[config.mk]
export PLATFORM = sky130hd
export DESIGN_NAME = hex_text_to_bytes_parser
export DESIGN_NICKNAME = d
export VERILOG_FILES = /design/src/rtl/htb_pkg.sv /design/src/rtl/htb_in_stage.sv /design/src/rtl/htb_decode.sv /design/src/rtl/hex_text_to_bytes_parser.sv
export SDC_FILE = /design/constraint.sdc
export NUM_CORES = 1
export LEC_CHECK = 0
export ABC_AREA = 1
export BUFFER_PORTS_ARGS = -buffer_cell sky130_fd_sc_hd__buf_2
export CAP_MARGIN = 20
export CORE_MARGIN = 2
export CORE_UTILIZATION = 57
export DETAILED_ROUTE_END_ITERATION = 7
export GPL_TIMING_DRIVEN = 0
export PLACE_DENSITY = 0.86
export REMOVE_ABC_BUFFERS = 1
export SETUP_SLACK_MARGIN = 0.2
export SYNTH_ARGS = -nofsm -noshare
export SYNTH_HDL_FRONTEND = slang
export SYNTH_SLANG_ARGS = --single-unit
[constraint.sdc]
create_clock -name clk -period 2.6 [get_ports clk]
set_input_delay 0.13 -clock clk [delete_from_list [all_inputs] [get_ports clk]]
set_output_delay 0.13 -clock clk [all_outputs]
set_load 0.05 [all_outputs]
[src/rtl/htb_pkg.sv]
package htb_pkg;

  // Default depth of the byte store that indexes count into
  localparam int DEF_MAX_BYTES = 256;

  // Result codes
  typedef enum logic [2:0] {
    ST_BYTE     = 3'd0,
    ST_END_OK   = 3'd1,
    ST_BAD_CHAR = 3'd2,
    ST_ODD      = 3'd3,
    ST_OVERFLOW = 3'd4
  } status_t;

  // One result beat
  typedef struct packed {
    logic [7:0] byte_value;
    logic [7:0] byte_index;
    status_t    status;
  } htb_result_t;

  // Handoff from the input register to the decode stage
  typedef struct packed {
    logic       valid;
    logic [7:0] character;
  } htb_char_t;

endpackage

[src/rtl/htb_in_stage.sv]
module htb_in_stage
  import htb_pkg::*;
(
  input  logic       clk,
  input  logic       rst,
  input  logic       in_valid,
  output logic       in_stall,
  input  logic [7:0] character,
  input  logic       take,
  output htb_char_t  held
);

  logic       hold_valid;
  logic [7:0] hold_char;
  logic       accept;

  // Hold a beat until the decode stage takes it
  assign in_stall = hold_valid && !take;
  assign accept   = in_valid && !in_stall;

  always_ff @(posedge clk) begin
    if (rst) begin
      hold_valid <= 1'b0;
    end else if (accept) begin
      hold_valid <= 1'b1;
    end else if (take) begin
      hold_valid <= 1'b0;
    end
  end

  always_ff @(posedge clk) begin
    if (accept) begin
      hold_char <= character;
    end
  end

  assign held.valid     = hold_valid;
  assign held.character = hold_char;

endmodule

[src/rtl/htb_decode.sv]
module htb_decode
  import htb_pkg::*;
#(
  parameter int MAX_BYTES = DEF_MAX_BYTES
) (
  input  logic        clk,
  input  logic        rst,
  input  htb_char_t   held,
  output logic        take,
  output logic        out_valid,
  input  logic        out_stall,
  output htb_result_t result
);

  localparam int IDX_W = $clog2(MAX_BYTES + 1);

  logic             have_high_digit;
  logic [3:0]       high_digit;
  logic [IDX_W-1:0] next_index;
  logic             discarding;

  logic             have_high_digit_next;
  logic [3:0]       high_digit_next;
  logic [IDX_W-1:0] next_index_next;
  logic             discarding_next;

  logic             emit;
  htb_result_t      result_next;
  logic [7:0]       c;
  logic             is_nul;
  logic             is_blank;
  logic             is_hex;
  logic [3:0]       digit;
  logic [IDX_W+7:0] index_wide;

  // Classify the character
  always_comb begin
    c        = held.character;
    is_nul   = (c == 8'h00);
    is_blank = ((c >= 8'd9) && (c <= 8'd13)) || (c == 8'd32);
    is_hex   = 1'b1;
    digit    = 4'd0;
    if ((c >= 8'h30) && (c <= 8'h39)) begin
      digit = c[3:0];
    end else if (((c >= 8'h41) && (c <= 8'h46)) || ((c >= 8'h61) && (c <= 8'h66))) begin
      digit = c[3:0] + 4'd9;
    end else begin
      is_hex = 1'b0;
    end
  end

  assign index_wide = {8'd0, next_index};

  // Advance when the result register is free
  assign take = held.valid && (!out_valid || !out_stall);

  // Next pairing state and result
  always_comb begin
    have_high_digit_next = have_high_digit;
    high_digit_next      = high_digit;
    next_index_next      = next_index;
    discarding_next      = discarding;
    emit                 = 1'b0;
    result_next          = '{byte_value: 8'd0, byte_index: 8'd0, status: ST_BYTE};
    if (discarding) begin
      if (is_nul) begin
        discarding_next      = 1'b0;
        have_high_digit_next = 1'b0;
        high_digit_next      = 4'd0;
        next_index_next      = '0;
      end
    end else if (is_nul) begin
      emit                 = 1'b1;
      result_next.status   = have_high_digit ? ST_ODD : ST_END_OK;
      have_high_digit_next = 1'b0;
      high_digit_next      = 4'd0;
      next_index_next      = '0;
    end else if (is_blank) begin
      emit = 1'b0;
    end else if (!is_hex) begin
      emit                 = 1'b1;
      result_next.status   = ST_BAD_CHAR;
      have_high_digit_next = 1'b0;
      high_digit_next      = 4'd0;
      next_index_next      = '0;
      discarding_next      = 1'b1;
    end else if (!have_high_digit) begin
      have_high_digit_next = 1'b1;
      high_digit_next      = digit;
    end else if (next_index == IDX_W'(MAX_BYTES)) begin
      emit                 = 1'b1;
      result_next.status   = ST_OVERFLOW;
      have_high_digit_next = 1'b0;
      high_digit_next      = 4'd0;
      next_index_next      = '0;
      discarding_next      = 1'b1;
    end else begin
      emit                   = 1'b1;
      result_next.byte_value = {high_digit, digit};
      result_next.byte_index = index_wide[7:0];
      have_high_digit_next   = 1'b0;
      high_digit_next        = 4'd0;
      next_index_next        = next_index + IDX_W'(1);
    end
  end

  // State update on each taken beat
  always_ff @(posedge clk) begin
    if (rst) begin
      have_high_digit <= 1'b0;
      high_digit      <= 4'd0;
      next_index      <= '0;
      discarding      <= 1'b0;
    end else if (take) begin
      have_high_digit <= have_high_digit_next;
      high_digit      <= high_digit_next;
      next_index      <= next_index_next;
      discarding      <= discarding_next;
    end
  end

  // Result register: load on emit, drop once taken
  always_ff @(posedge clk) begin
    if (rst) begin
      out_valid <= 1'b0;
    end else begin
      out_valid <= (take && emit) || (out_valid && out_stall);
    end
  end

  always_ff @(posedge clk) begin
    if (take && emit) begin
      result <= result_next;
    end
  end

  a_index_bound: assert property (@(posedge clk) disable iff (rst)
    next_index <= IDX_W'(MAX_BYTES))
    else $error("byte index counter passed the store size");

  a_no_byte_when_discarding: assert property (@(posedge clk) disable iff (rst)
    take && emit && (result_next.status == ST_BYTE) |-> !discarding)
    else $error("byte decoded while discarding");

  a_error_sets_discard: assert property (@(posedge clk) disable iff (rst)
    take && emit && ((result_next.status == ST_BAD_CHAR) ||
      (result_next.status == ST_OVERFLOW)) |=> discarding)
    else $error("error reported without entering discard");

  a_status_zero_fields: assert property (@(posedge clk) disable iff (rst)
    out_valid && (result.status != ST_BYTE) |->
      (result.byte_value == 8'd0) && (result.byte_index == 8'd0))
    else $error("non-byte result carries data");

endmodule

[src/rtl/hex_text_to_bytes_parser.sv]
// Hex text to bytes parser. Takes one ASCII character per beat from a
// NUL-terminated string, skips whitespace, and pairs hex digits (either case)
// into bytes, each given with its index in the byte store. A NUL ends the
// string with status 1, or status 3 if a lone digit is waiting. A non-hex
// character gives status 2, and a pair beyond MAX_BYTES gives status 4; after
// either, characters are dropped up to and including the next NUL. Whitespace
// and first digits give no result beat. One character is accepted every
// cycle unless the input stalls; a character flows from the input register
// through one stage of decode logic into the result register. A stalled
// result holds the input register, and the input stalls only once that
// register is full as well.
module hex_text_to_bytes_parser
  import htb_pkg::*;
#(
  parameter int MAX_BYTES = DEF_MAX_BYTES
) (
  input  logic       clk,
  input  logic       rst,
  input  logic       in_valid,
  output logic       in_stall,
  input  logic [7:0] character,
  output logic       out_valid,
  input  logic       out_stall,
  output logic [7:0] byte_value,
  output logic [7:0] byte_index,
  output logic [2:0] status
);

  htb_char_t   held;
  logic        take;
  htb_result_t result;

  htb_in_stage u_in (
    .clk       (clk),
    .rst       (rst),
    .in_valid  (in_valid),
    .in_stall  (in_stall),
    .character (character),
    .take      (take),
    .held      (held)
  );

  htb_decode #(
    .MAX_BYTES (MAX_BYTES)
  ) u_decode (
    .clk       (clk),
    .rst       (rst),
    .held      (held),
    .take      (take),
    .out_valid (out_valid),
    .out_stall (out_stall),
    .result    (result)
  );

  assign byte_value = result.byte_value;
  assign byte_index = result.byte_index;
  assign status     = result.status;

endmodule
==> out/results.tsv, run 1 <==
metric	value	unit
share of the yosys chip area belonging to registers	48.27	%
Tot Pwr	1.409	mW
Port Buf Inserts	32	
Setup TNS	0	ns
RSZ-0062 raised after global routing	false	
Met3 Routed Length	299	um
Post-synth EDFFs	27	
Clk Latency, worst-skew pair	0.29	ns
first-pass GRT wire length	6575	um
final core occ	67.56	%
GRT Overall Usage	19.20	%
initial core utilization	59.62	%
drt wl/cell	11.06	um
Max-cap violations	0	
Initial DRC Count	204	
Std-Cell Rows	23	
crit-path cells	inv_1 > ha_1 > nand3_1 > nand3_4 > nand2_4 > nand2_4 > nand4_1 > clkinvlp_4 > buf_12	
Top Layer Used	met4	
Worst Path Required	2.61	ns
synthesized area	2385	um2
Hold Path Class	primary input to flip-flop	
number of top-level pins	33	
worst-margin pin slew	0.4460	ns
top post-synthesis cells by area	edfxtp_1, dfxtp_1, nand2_1, nor2_1, inv_1	
slowest stage delay, CP	0.46	ns
synth unique cells	28	
Max VDD drop	0.3692	mV
largest family of logic cells by synthesized area	simple AND/OR/NAND/NOR gates	
metal2 WL	1818	um
critical path's slowest cell	edfxtp_1	
Syn Inst Count	268	
core area	4000	um2
# DRC	0	
top cells by count, synth	nand2_1, nor2_1, inv_1	
slew margin rel.	70.23	%
Simple-Gate Fraction of Synth Area	34.10	%
Pleak	1.117	nW
Post-Synth Adder-Cell Area	3.148	%
Via-to-Cell Ratio	4.964	
clk root buf	clkbuf_8	
Worst Path Max Fanout	19	
fin. max-slew vios	0	
Synth Area in Compound Gates	4.145	%
kind of critical path	flip-flop to flip-flop	
critical path startpoint	u_in.hold_char[0]	
antenna violations before repair	0	
fmax	448.5	MHz
Detailed Route WL	3969	um
crit path DAT	2.24	ns
area delta synth->final	13.33	%
clock-pin slew on the worst setup and hold paths	0.07	ns
Post-Syn Area per Cell	8.898	um2
min-delay src	character[3]	
chip width	68.68	um
Final Non-Filler Cells	359	
# diodes	0	
post-route ant nets	0	
DR vias	1782	
Final Critical Period	2.230	ns
total power per unit cell area	521.4	nW/um2
Synth warnings	0	
CTS buffer count	5	
DP Cell Count	345	
clk buf depth	2	
# nets final	326	
share of cells above drive strength 1	25.24	%
FFs w/ async S/R, synth	0	%
most frequent CP cell	nand2_4	
M1 wire length	1768	um
startpoint types	flip-flop	
Final HPWL DP	2896	um
period utilization	85.76	%
post-synthesis register bit count	44	
area fraction of the dominant cell type after synthesis	34.00	%
dominant cell by count in the synthesized netlist	nand2_1	
mux cell area share after synthesis	0	%
Synth Area in XOR/XNOR	1.469	%
area leader, netlist	edfxtp_1	
outcome	complete, no violations	
Synth Flop Type	edfxtp_1	
Placer Congestion	0.9059	
R2R Path Start	u_in.hold_char[0]	
Die Height	68.68	um
nature of the critical path endpoint	flip-flop	
CTS tree	yes	
largest net degree at the start of global routing	20	
total gr overflow	0	
# clock sinks	44	
Final Hold Viols	0	
first-pass detailed-route iteration total	4	
# setup viols final	0	
die area	4717	um2
vias in the first global route	1536	
Max H-tree Level	2	
clk_skew	0.002902	ns
## registers in the layout, summed over array words and instances (netlist names)
| name | flops |
|---|---|
| u_decode.have_high_digit | 1 |
| u_decode.high_digit | 4 |
| u_decode.next_index | 9 |
| u_in.hold_char | 8 |
| u_decode.discarding | 1 |
| u_decode.result | 19 |
| u_decode.out_valid | 1 |
| u_in.hold_valid | 1 |
## power by group
part	total (mW)	switching (mW)	internal [mW]
Combinational	0.218	0.151	0.0675
Clock	0.394	0.212	0.182
Sequential	0.797	0.0251	0.772
## kinds of logic after synthesis
family	after synthesis
compound gates	16
flops	44
simple gates	153
fa+ha+maj	6
buf+inv	45
xor+xnor	4
## per-stage QoR
stage,cell area [um2],setup WS (ns),hold slack [ns]
floorplan,2323,0.4474,0.1924
global placement,2546,0.1407,0.3065
detailed placement,2546,0.06715,0.3081
CTS,2673,0.3731,0.0008767
global route,2703,0.2288,0.00004192
finish,2703,0.3701,0.01043
## worst paths after layout
| path | to | slack [ns] | cells after the start |
|---|---|---|---|
| min reg2reg | u_decode.high_digit[2] | 0.48 | 2 |
| min | u_in.hold_char[3] | 0.01 | 1 |
| max reg2reg | u_decode.result[11] | 0.37 | 9 |
| max | u_decode.result[11] | 0.37 | 9 |
## what timing repair did
action | in CTS | in global routing
endpoints found under the setup margin | 19 | 0
hold buffers | 2 | 3
hold endpoints to repair | 2 | 3
resized for setup | 1 | 0
setup buffers | 1 | 0
## per-layer routing
layer / track usage, % / vias up
met1: 23.62 / 774
met4: 8.750 / 0
li1: - / 938
met2: 31.13 / 62
met3: 5.519 / 8
met5: 0 / -
## critical path, delay by kind of cell, from the launching register on
| kind | cells | cell delay (ns) |
|---|---|---|
| adders and majority gates | 1 | 0.22 |
| buffers and inverters | 3 | 0.45 |
| DFF | 1 | 0.46 |
| and+or+nand+nor | 5 | 0.83 |
## final cells by class
type	instances	area [um2]
inverter	40	153.9
sequential	44	1151
timing repair buffer	38	230.2
tap	50	62.56
clock buffer	5	68.82
multi-input combinational	179	1022
clock inverter	3	13.76
fill	311	1297
## cells in the final DEF, fill, tap and decap left out, drive strengths merged
| cell | n |
|---|---|
| a21oi | 13 |
| and2b | 1 |
| buf | 33 |
| clkbuf | 5 |
| clkinv | 3 |
| clkinvlp | 1 |
| dfxtp | 17 |
| dlygate4sd3 | 5 |
| edfxtp | 27 |
| ha | 6 |
| inv | 39 |
| nand2 | 60 |
| nand3 | 31 |
| nand3b | 1 |
| nand4 | 7 |
| nor2 | 50 |
| nor3 | 3 |
| o21ai | 3 |
| xor2 | 4 |
Power figures use the tool's default switching activity.
==> run 2, diff against run 1 <==
--- a/config.mk
+++ b/config.mk
@@ -13,7 +13,6 @@
 export DETAILED_ROUTE_END_ITERATION = 7
 export GPL_TIMING_DRIVEN = 0
 export PLACE_DENSITY = 0.86
-export REMOVE_ABC_BUFFERS = 1
 export SETUP_SLACK_MARGIN = 0.2
 export SYNTH_ARGS = -nofsm -noshare
 export SYNTH_HDL_FRONTEND = slang
==> run 2 against run 1 <==
Fmax rose by 1.2%. Core utilization rose by 2.4 points. Final area rose by 3.6%.
==> out/results.tsv, run 2 (same netlist as run 1, synthesis figures left out) <==
metric	value	unit
outcome	complete, no violations	
RSZ-0062 raised after global routing	false	
met2 Use GR	36.78	%
Max VDD drop	0.2812	mV
max FFs per register	19	
first-pass GRT wire length	7486	um
Pleak	1.160	nW
fin. max-slew vios	0	
# clock sinks	44	
slew margin rel.	57.69	%
Sequential Power Share	48.8	%
post-route ant nets	0	
Hold Path Class	primary input to flip-flop	
final core occ	69.97	%
Mapped Nets	286	
Worst Path Max Fanout	19	
clock-pin slew on the worst setup and hold paths	0.08	ns
worst hold stages	1	
Via-to-Cell Ratio	5.138	
Top Registers	u_decode.result x19, u_decode.next_index x9, u_in.hold_char x8	
number of top-level pins	33	
startpoint types	flip-flop	
total gr overflow	0	
Max-cap violations	0	
commonest non-fill, non-tap cell in the layout	nand2_1	
kind of critical path	flip-flop to flip-flop	
Final HPWL DP	3237	um
Sw Share	24.73	%
GR peak layer	met2	
vias in the first global route	1681	
met3 usage	4.383	%
antenna violations before repair	0	
Die Height	68.68	um
total power per unit cell area	583.3	nW/um2
initial core utilization	59.62	%
CTS tree	yes	
largest register by flop count	u_decode.result	
Tot Pwr	1.632	mW
Detailed Route WL	4517	um
Multi-input gate area	1022	um2
fmax	454.0	MHz
die area	4717	um2
DP Cell Count	349	
# nets final	329	
largest net degree at the start of global routing	20	
Max H-tree Level	2	
CTS buffer count	5	
drt wl/cell	12.48	um
nature of the critical path endpoint	flip-flop	
chip width	68.68	um
Int Pwr	1.229	mW
period utilization	84.71	%
Final Non-Filler Cells	362	
grt met1 use	28.57	%
Initial DRC Count	163	
# diodes	0	
# DRC	0	
clk root buf	clkbuf_8	
clk buf depth	2	
depth of the most critical reg-to-reg path	11	
clk_skew	0.006406	ns
final worst slack	0.3975	ns
most frequent cells in the layout	nand2_1, nor2_1, inv_1	
area delta synth->final	17.37	%
Std-Cell Rows	23	
# setup viols final	0	
Logic pwr share	14.1	%
worst-margin pin slew	0.6347	ns
core area	4000	um2
first-pass detailed-route iteration total	4	
crit path DAT	2.21	ns
Setup TNS	0	ns
DR vias	1860	
share of cells above drive strength 1	25.96	%
Port Buf Inserts	31	
Clk Latency, worst-skew pair	0.29	ns
Clk network pwr share	37.1	%
Placer Congestion	0.9118	
Switching Power	0.4036	mW
Final Hold Viols	0	
Final Critical Period	2.203	ns
Filler cells	299	
Worst Path Required	2.60	ns
register area	1151	um2
pre-CTS worst setup slack	0.1123	ns
GRT Overall Usage	21.79	%
==> run 2: changes by cell type in the layout (fill, tap and decap cells not counted), moves of 2 or more <==
cell | before | now
buf_6 | 0 | 2
clkbuf_1 | 0 | 2
clkinv_2 | 2 | 0
bufinv_16 | 0 | 2
==> run 2: critical path: stages, from the launching register on <==
cell	delay [ns]
edfxtp_1	0.44
inv_1	0.11
ha_1	0.25
nand2_2	0.10
nand3_2	0.12
nand2_4	0.12
nand2_4	0.06
nand2_4	0.08
buf_12	0.14
nand4_1	0.18
clkinvlp_4	0.14
buf_12	0.16
==> run 2: what timing repair did <==
action,4_1_cts,5_1_grt
setup buffers,0,1
endpoints found under the hold margin,4,0
endpoints found under the setup margin,19,19
hold buffers,4,0
resized for setup,1,0
==> run 2: cell type report <==
type | instances | area share [%]
buffer | 5 | 2.190
tap | 50 | 2.235
inverter | 40 | 5.498
timing repair buffer | 36 | 7.689
clock inverter | 2 | 2.146
multi-input combinational | 179 | 36.52
sequential | 44 | 41.13
clock buffer | 6 | 2.593
==> run 2: per-stage QoR <==
stage	hold WS [ns]	area [um2]
after floorplan	0.2289	2385
after global placement	0.3069	2603
after detailed placement	0.3081	2603
after CTS	0.001101	2779
after global routing	0.003378	2799
final	0.01037	2799
==> run 2: worst paths after layout <==
check	startpoint	to	slack [ns]
max	u_in.hold_char[0]	u_decode.result[4]	0.40
min	character[4]	u_in.hold_char[4]	0.01
max reg2reg	u_in.hold_char[0]	u_decode.result[4]	0.40
min reg2reg	u_decode.high_digit[1]	u_decode.high_digit[1]	0.48
==> run 2: layer usage <==
layer  vias to the layer above  part of all wire [%]
li1                        946                     -
met3                         8                   5.8
met2                        61                    48
met5                         -                     0
met1                       845                    45
met4                         0                   1.2
==> run 2: power by group through the flow <==
stage / registers (mW) / logic, mW / clock network (mW)
finish: 0.797 / 0.230 / 0.606
global route: 0.801 / 0.251 / 0.639
CTS: 0.797 / 0.224 / 0.618
detailed placement: 0.813 / 0.217 / 0
global placement: 0.812 / 0.213 / 0
floorplan: 0.854 / 0.127 / 0
==> run 3, diff against run 2 <==
--- a/config.mk
+++ b/config.mk
@@ -9,10 +9,10 @@
 export BUFFER_PORTS_ARGS = -buffer_cell sky130_fd_sc_hd__buf_2
 export CAP_MARGIN = 20
 export CORE_MARGIN = 2
-export CORE_UTILIZATION = 57
+export CORE_UTILIZATION = 51
 export DETAILED_ROUTE_END_ITERATION = 7
 export GPL_TIMING_DRIVEN = 0
-export PLACE_DENSITY = 0.86
+export PLACE_DENSITY = 0.82
 export SETUP_SLACK_MARGIN = 0.2
 export SYNTH_ARGS = -nofsm -noshare
 export SYNTH_HDL_FRONTEND = slang
==> constraint.sdc (replaced) <==
create_clock -name clk -period 1.8 [get_ports clk]
set_input_delay 0.09 -clock clk [delete_from_list [all_inputs] [get_ports clk]]
set_output_delay 0.09 -clock clk [all_outputs]
set_load 0.05 [all_outputs]
==> run 3 against run 2 <==
The run now ends with negative setup slack left. Critical path type unchanged. Fmax rose by 12%. Largest power group unchanged. Via count rose by 18%. Setup slack got worse by 0.57 ns.
==> out/results.tsv, run 3 (same netlist as run 1, synthesis figures left out) <==
metric	value	unit
Max H-tree Level	2	
largest net degree at the start of global routing	20	
finished layout cell area	3374	um2
core area	4444	um2
failing checks	negative setup slack	
depth of the most critical reg-to-reg path	10	
Final Non-Filler Cells	395	
Top Registers	u_decode.result x19, u_decode.next_index x9, u_in.hold_char x8	
slew margin rel.	54.26	%
CTS tree	yes	
# nets final	360	
pre-CTS worst setup slack	-0.4503	ns
Worst Path Max Fanout	19	
fmax	506.4	MHz
RSZ-0062 raised after global routing	true	
kind of critical path	flip-flop to flip-flop	
Clk Latency, worst-skew pair	0.30	ns
startpoint types	flip-flop	
initial core utilization	53.66	%
hold path endpoint	u_in.hold_valid	
# clock sinks	44	
Placer Congestion	0.9080	
# setup viols final	51	
worst-margin pin slew	0.6861	ns
Worst R2R End	u_decode.result[18]	
# diodes	0	
GRT Overall Usage	21.71	%
Pleak	1.364	nW
R2R Path Start	u_in.hold_char[0]	
Std-Cell Rows	24	
reg-to-reg slack, setup	-0.17	ns
Detailed Route WL	6169	um
Hold Path Class	primary input to flip-flop	
# DRC	0	
DR vias	2200	
Tot Pwr	2.371	mW
Max VDD drop	0.6631	mV
Final HPWL DP	3256	um
period utilization	109.7	%
most frequent cells in the layout	nand2_1, buf_2, inv_1	
Port Buf Inserts	31	
Worst Path Required	1.81	ns
Via-to-Cell Ratio	5.570	
clk buf depth	2	
share of cells above drive strength 1	47.52	%
first-pass detailed-route iteration total	5	
outcome	complete, but fails checks	
nature of the critical path endpoint	flip-flop	
Multi-input gate area	1294	um2
max FFs per register	19	
die area	5239	um2
clock-pin slew on the worst setup and hold paths	0.08	ns
placed cell areas	2658	um2
Filler cells	270	
vias in the first global route	2003	
total power per unit cell area	702.7	nW/um2
clk root buf	clkbuf_8	
Final Hold Viols	0	
CTS buffer count	5	
total gr overflow	0	
antenna violations before repair	0	
clk_skew	0.006503	ns
chip width	72.38	um
crit path DAT	1.98	ns
Initial DRC Count	228	
min-delay src	in_valid	
Final Critical Period	1.975	ns
largest register by flop count	u_decode.result	
register area	1152	um2
Mapped Nets	286	
drt wl/cell	15.62	um
Max-cap violations	0	
fin. max-slew vios	0	
area delta synth->final	41.50	%
final worst slack	-0.1749	ns
post-route ant nets	0	
number of top-level pins	33	
worst hold stages	3	
DP Cell Count	351	
commonest non-fill, non-tap cell in the layout	nand2_1	
Setup TNS	-6.450	ns
first-pass GRT wire length	8880	um
Die Height	72.38	um
run 3: cell count changes in the layout (fill, tap and decap cells not counted), sizes merged:
cell,previous run,this run
bufinv,2,1
buf,36,62
dlygate4sd3,4,8
clkinv,0,1
clkbuf,7,8
run 3: power by group:
group / switching, mW / total, mW / leakage [nW] / internal, mW
logic: 0.298 / 0.471 / 0.908 / 0.173
registers: 0.0375 / 1.15 / 0.401 / 1.11
clock network: 0.337 / 0.749 / 0.0552 / 0.412
run 3: how the worst max path moves through the flow:
stage | start | end | slack (ns)
2_1_floorplan | u_in.hold_char[1] | u_decode.result[0] | -0.17
3_3_place_gp | u_in.hold_char[1] | u_decode.result[0] | -0.40
3_5_place_dp | u_in.hold_char[1] | u_decode.result[0] | -0.45
4_1_cts | u_in.hold_char[0] | u_decode.result[4] | -0.11
5_1_grt | u_in.hold_char[0] | u_decode.result[11] | -0.28
6_report | u_in.hold_char[0] | u_decode.result[18] | -0.17
run 3: cell type report:
class / count / area share (%)
Sequential cell: 44 / 34.15
Clock buffer: 6 / 2.151
Multi-Input combinational cell: 179 / 38.34
Buffer: 5 / 1.817
Tap cell: 52 / 1.928
Clock inverter: 2 / 1.038
Inverter: 40 / 4.931
Timing Repair Buffer: 67 / 15.65
run 3: layer usage:
layer / up-vias / GRT usage (%) / routed length [um]
met5: - / 0 / 0
met4: 0 / 10.91 / 211
met3: 25 / 4.444 / 365
met2: 125 / 37.92 / 3201
met1: 1035 / 25.20 / 2392
li1: 1015 / - / -
run 3: metrics by stage:
step / utilization, % / hold WS, ns
2_1_floorplan: - / 0.1889
3_3_place_gp: 59.80 / 0.2658
3_5_place_dp: 59.80 / 0.2681
4_1_cts: 70.97 / 0.05966
5_1_grt: 75.93 / 0.1102
6_report: 75.93 / 0.06796
run 3: timing repair:
action                                  CTS  global route
endpoints found under the setup margin   53            54
buffers inserted                         17             9
hold endpoints to repair                  8             0
pin swaps                                 8            17
hold buffers                              8             0
resized for setup                        37            46
cloned                                    2             0
run 3: worst max-delay path: stages (launching register included):
cell	delay, ns
edfxtp_1	0.46
inv_2	0.12
ha_4	0.17
nand3_4	0.09
nand3_4	0.10
nand2_4	0.07
nand2_4	0.07
buf_12	0.10
nand4_1	0.17
clkinvlp_4	0.15
buf_12	0.16
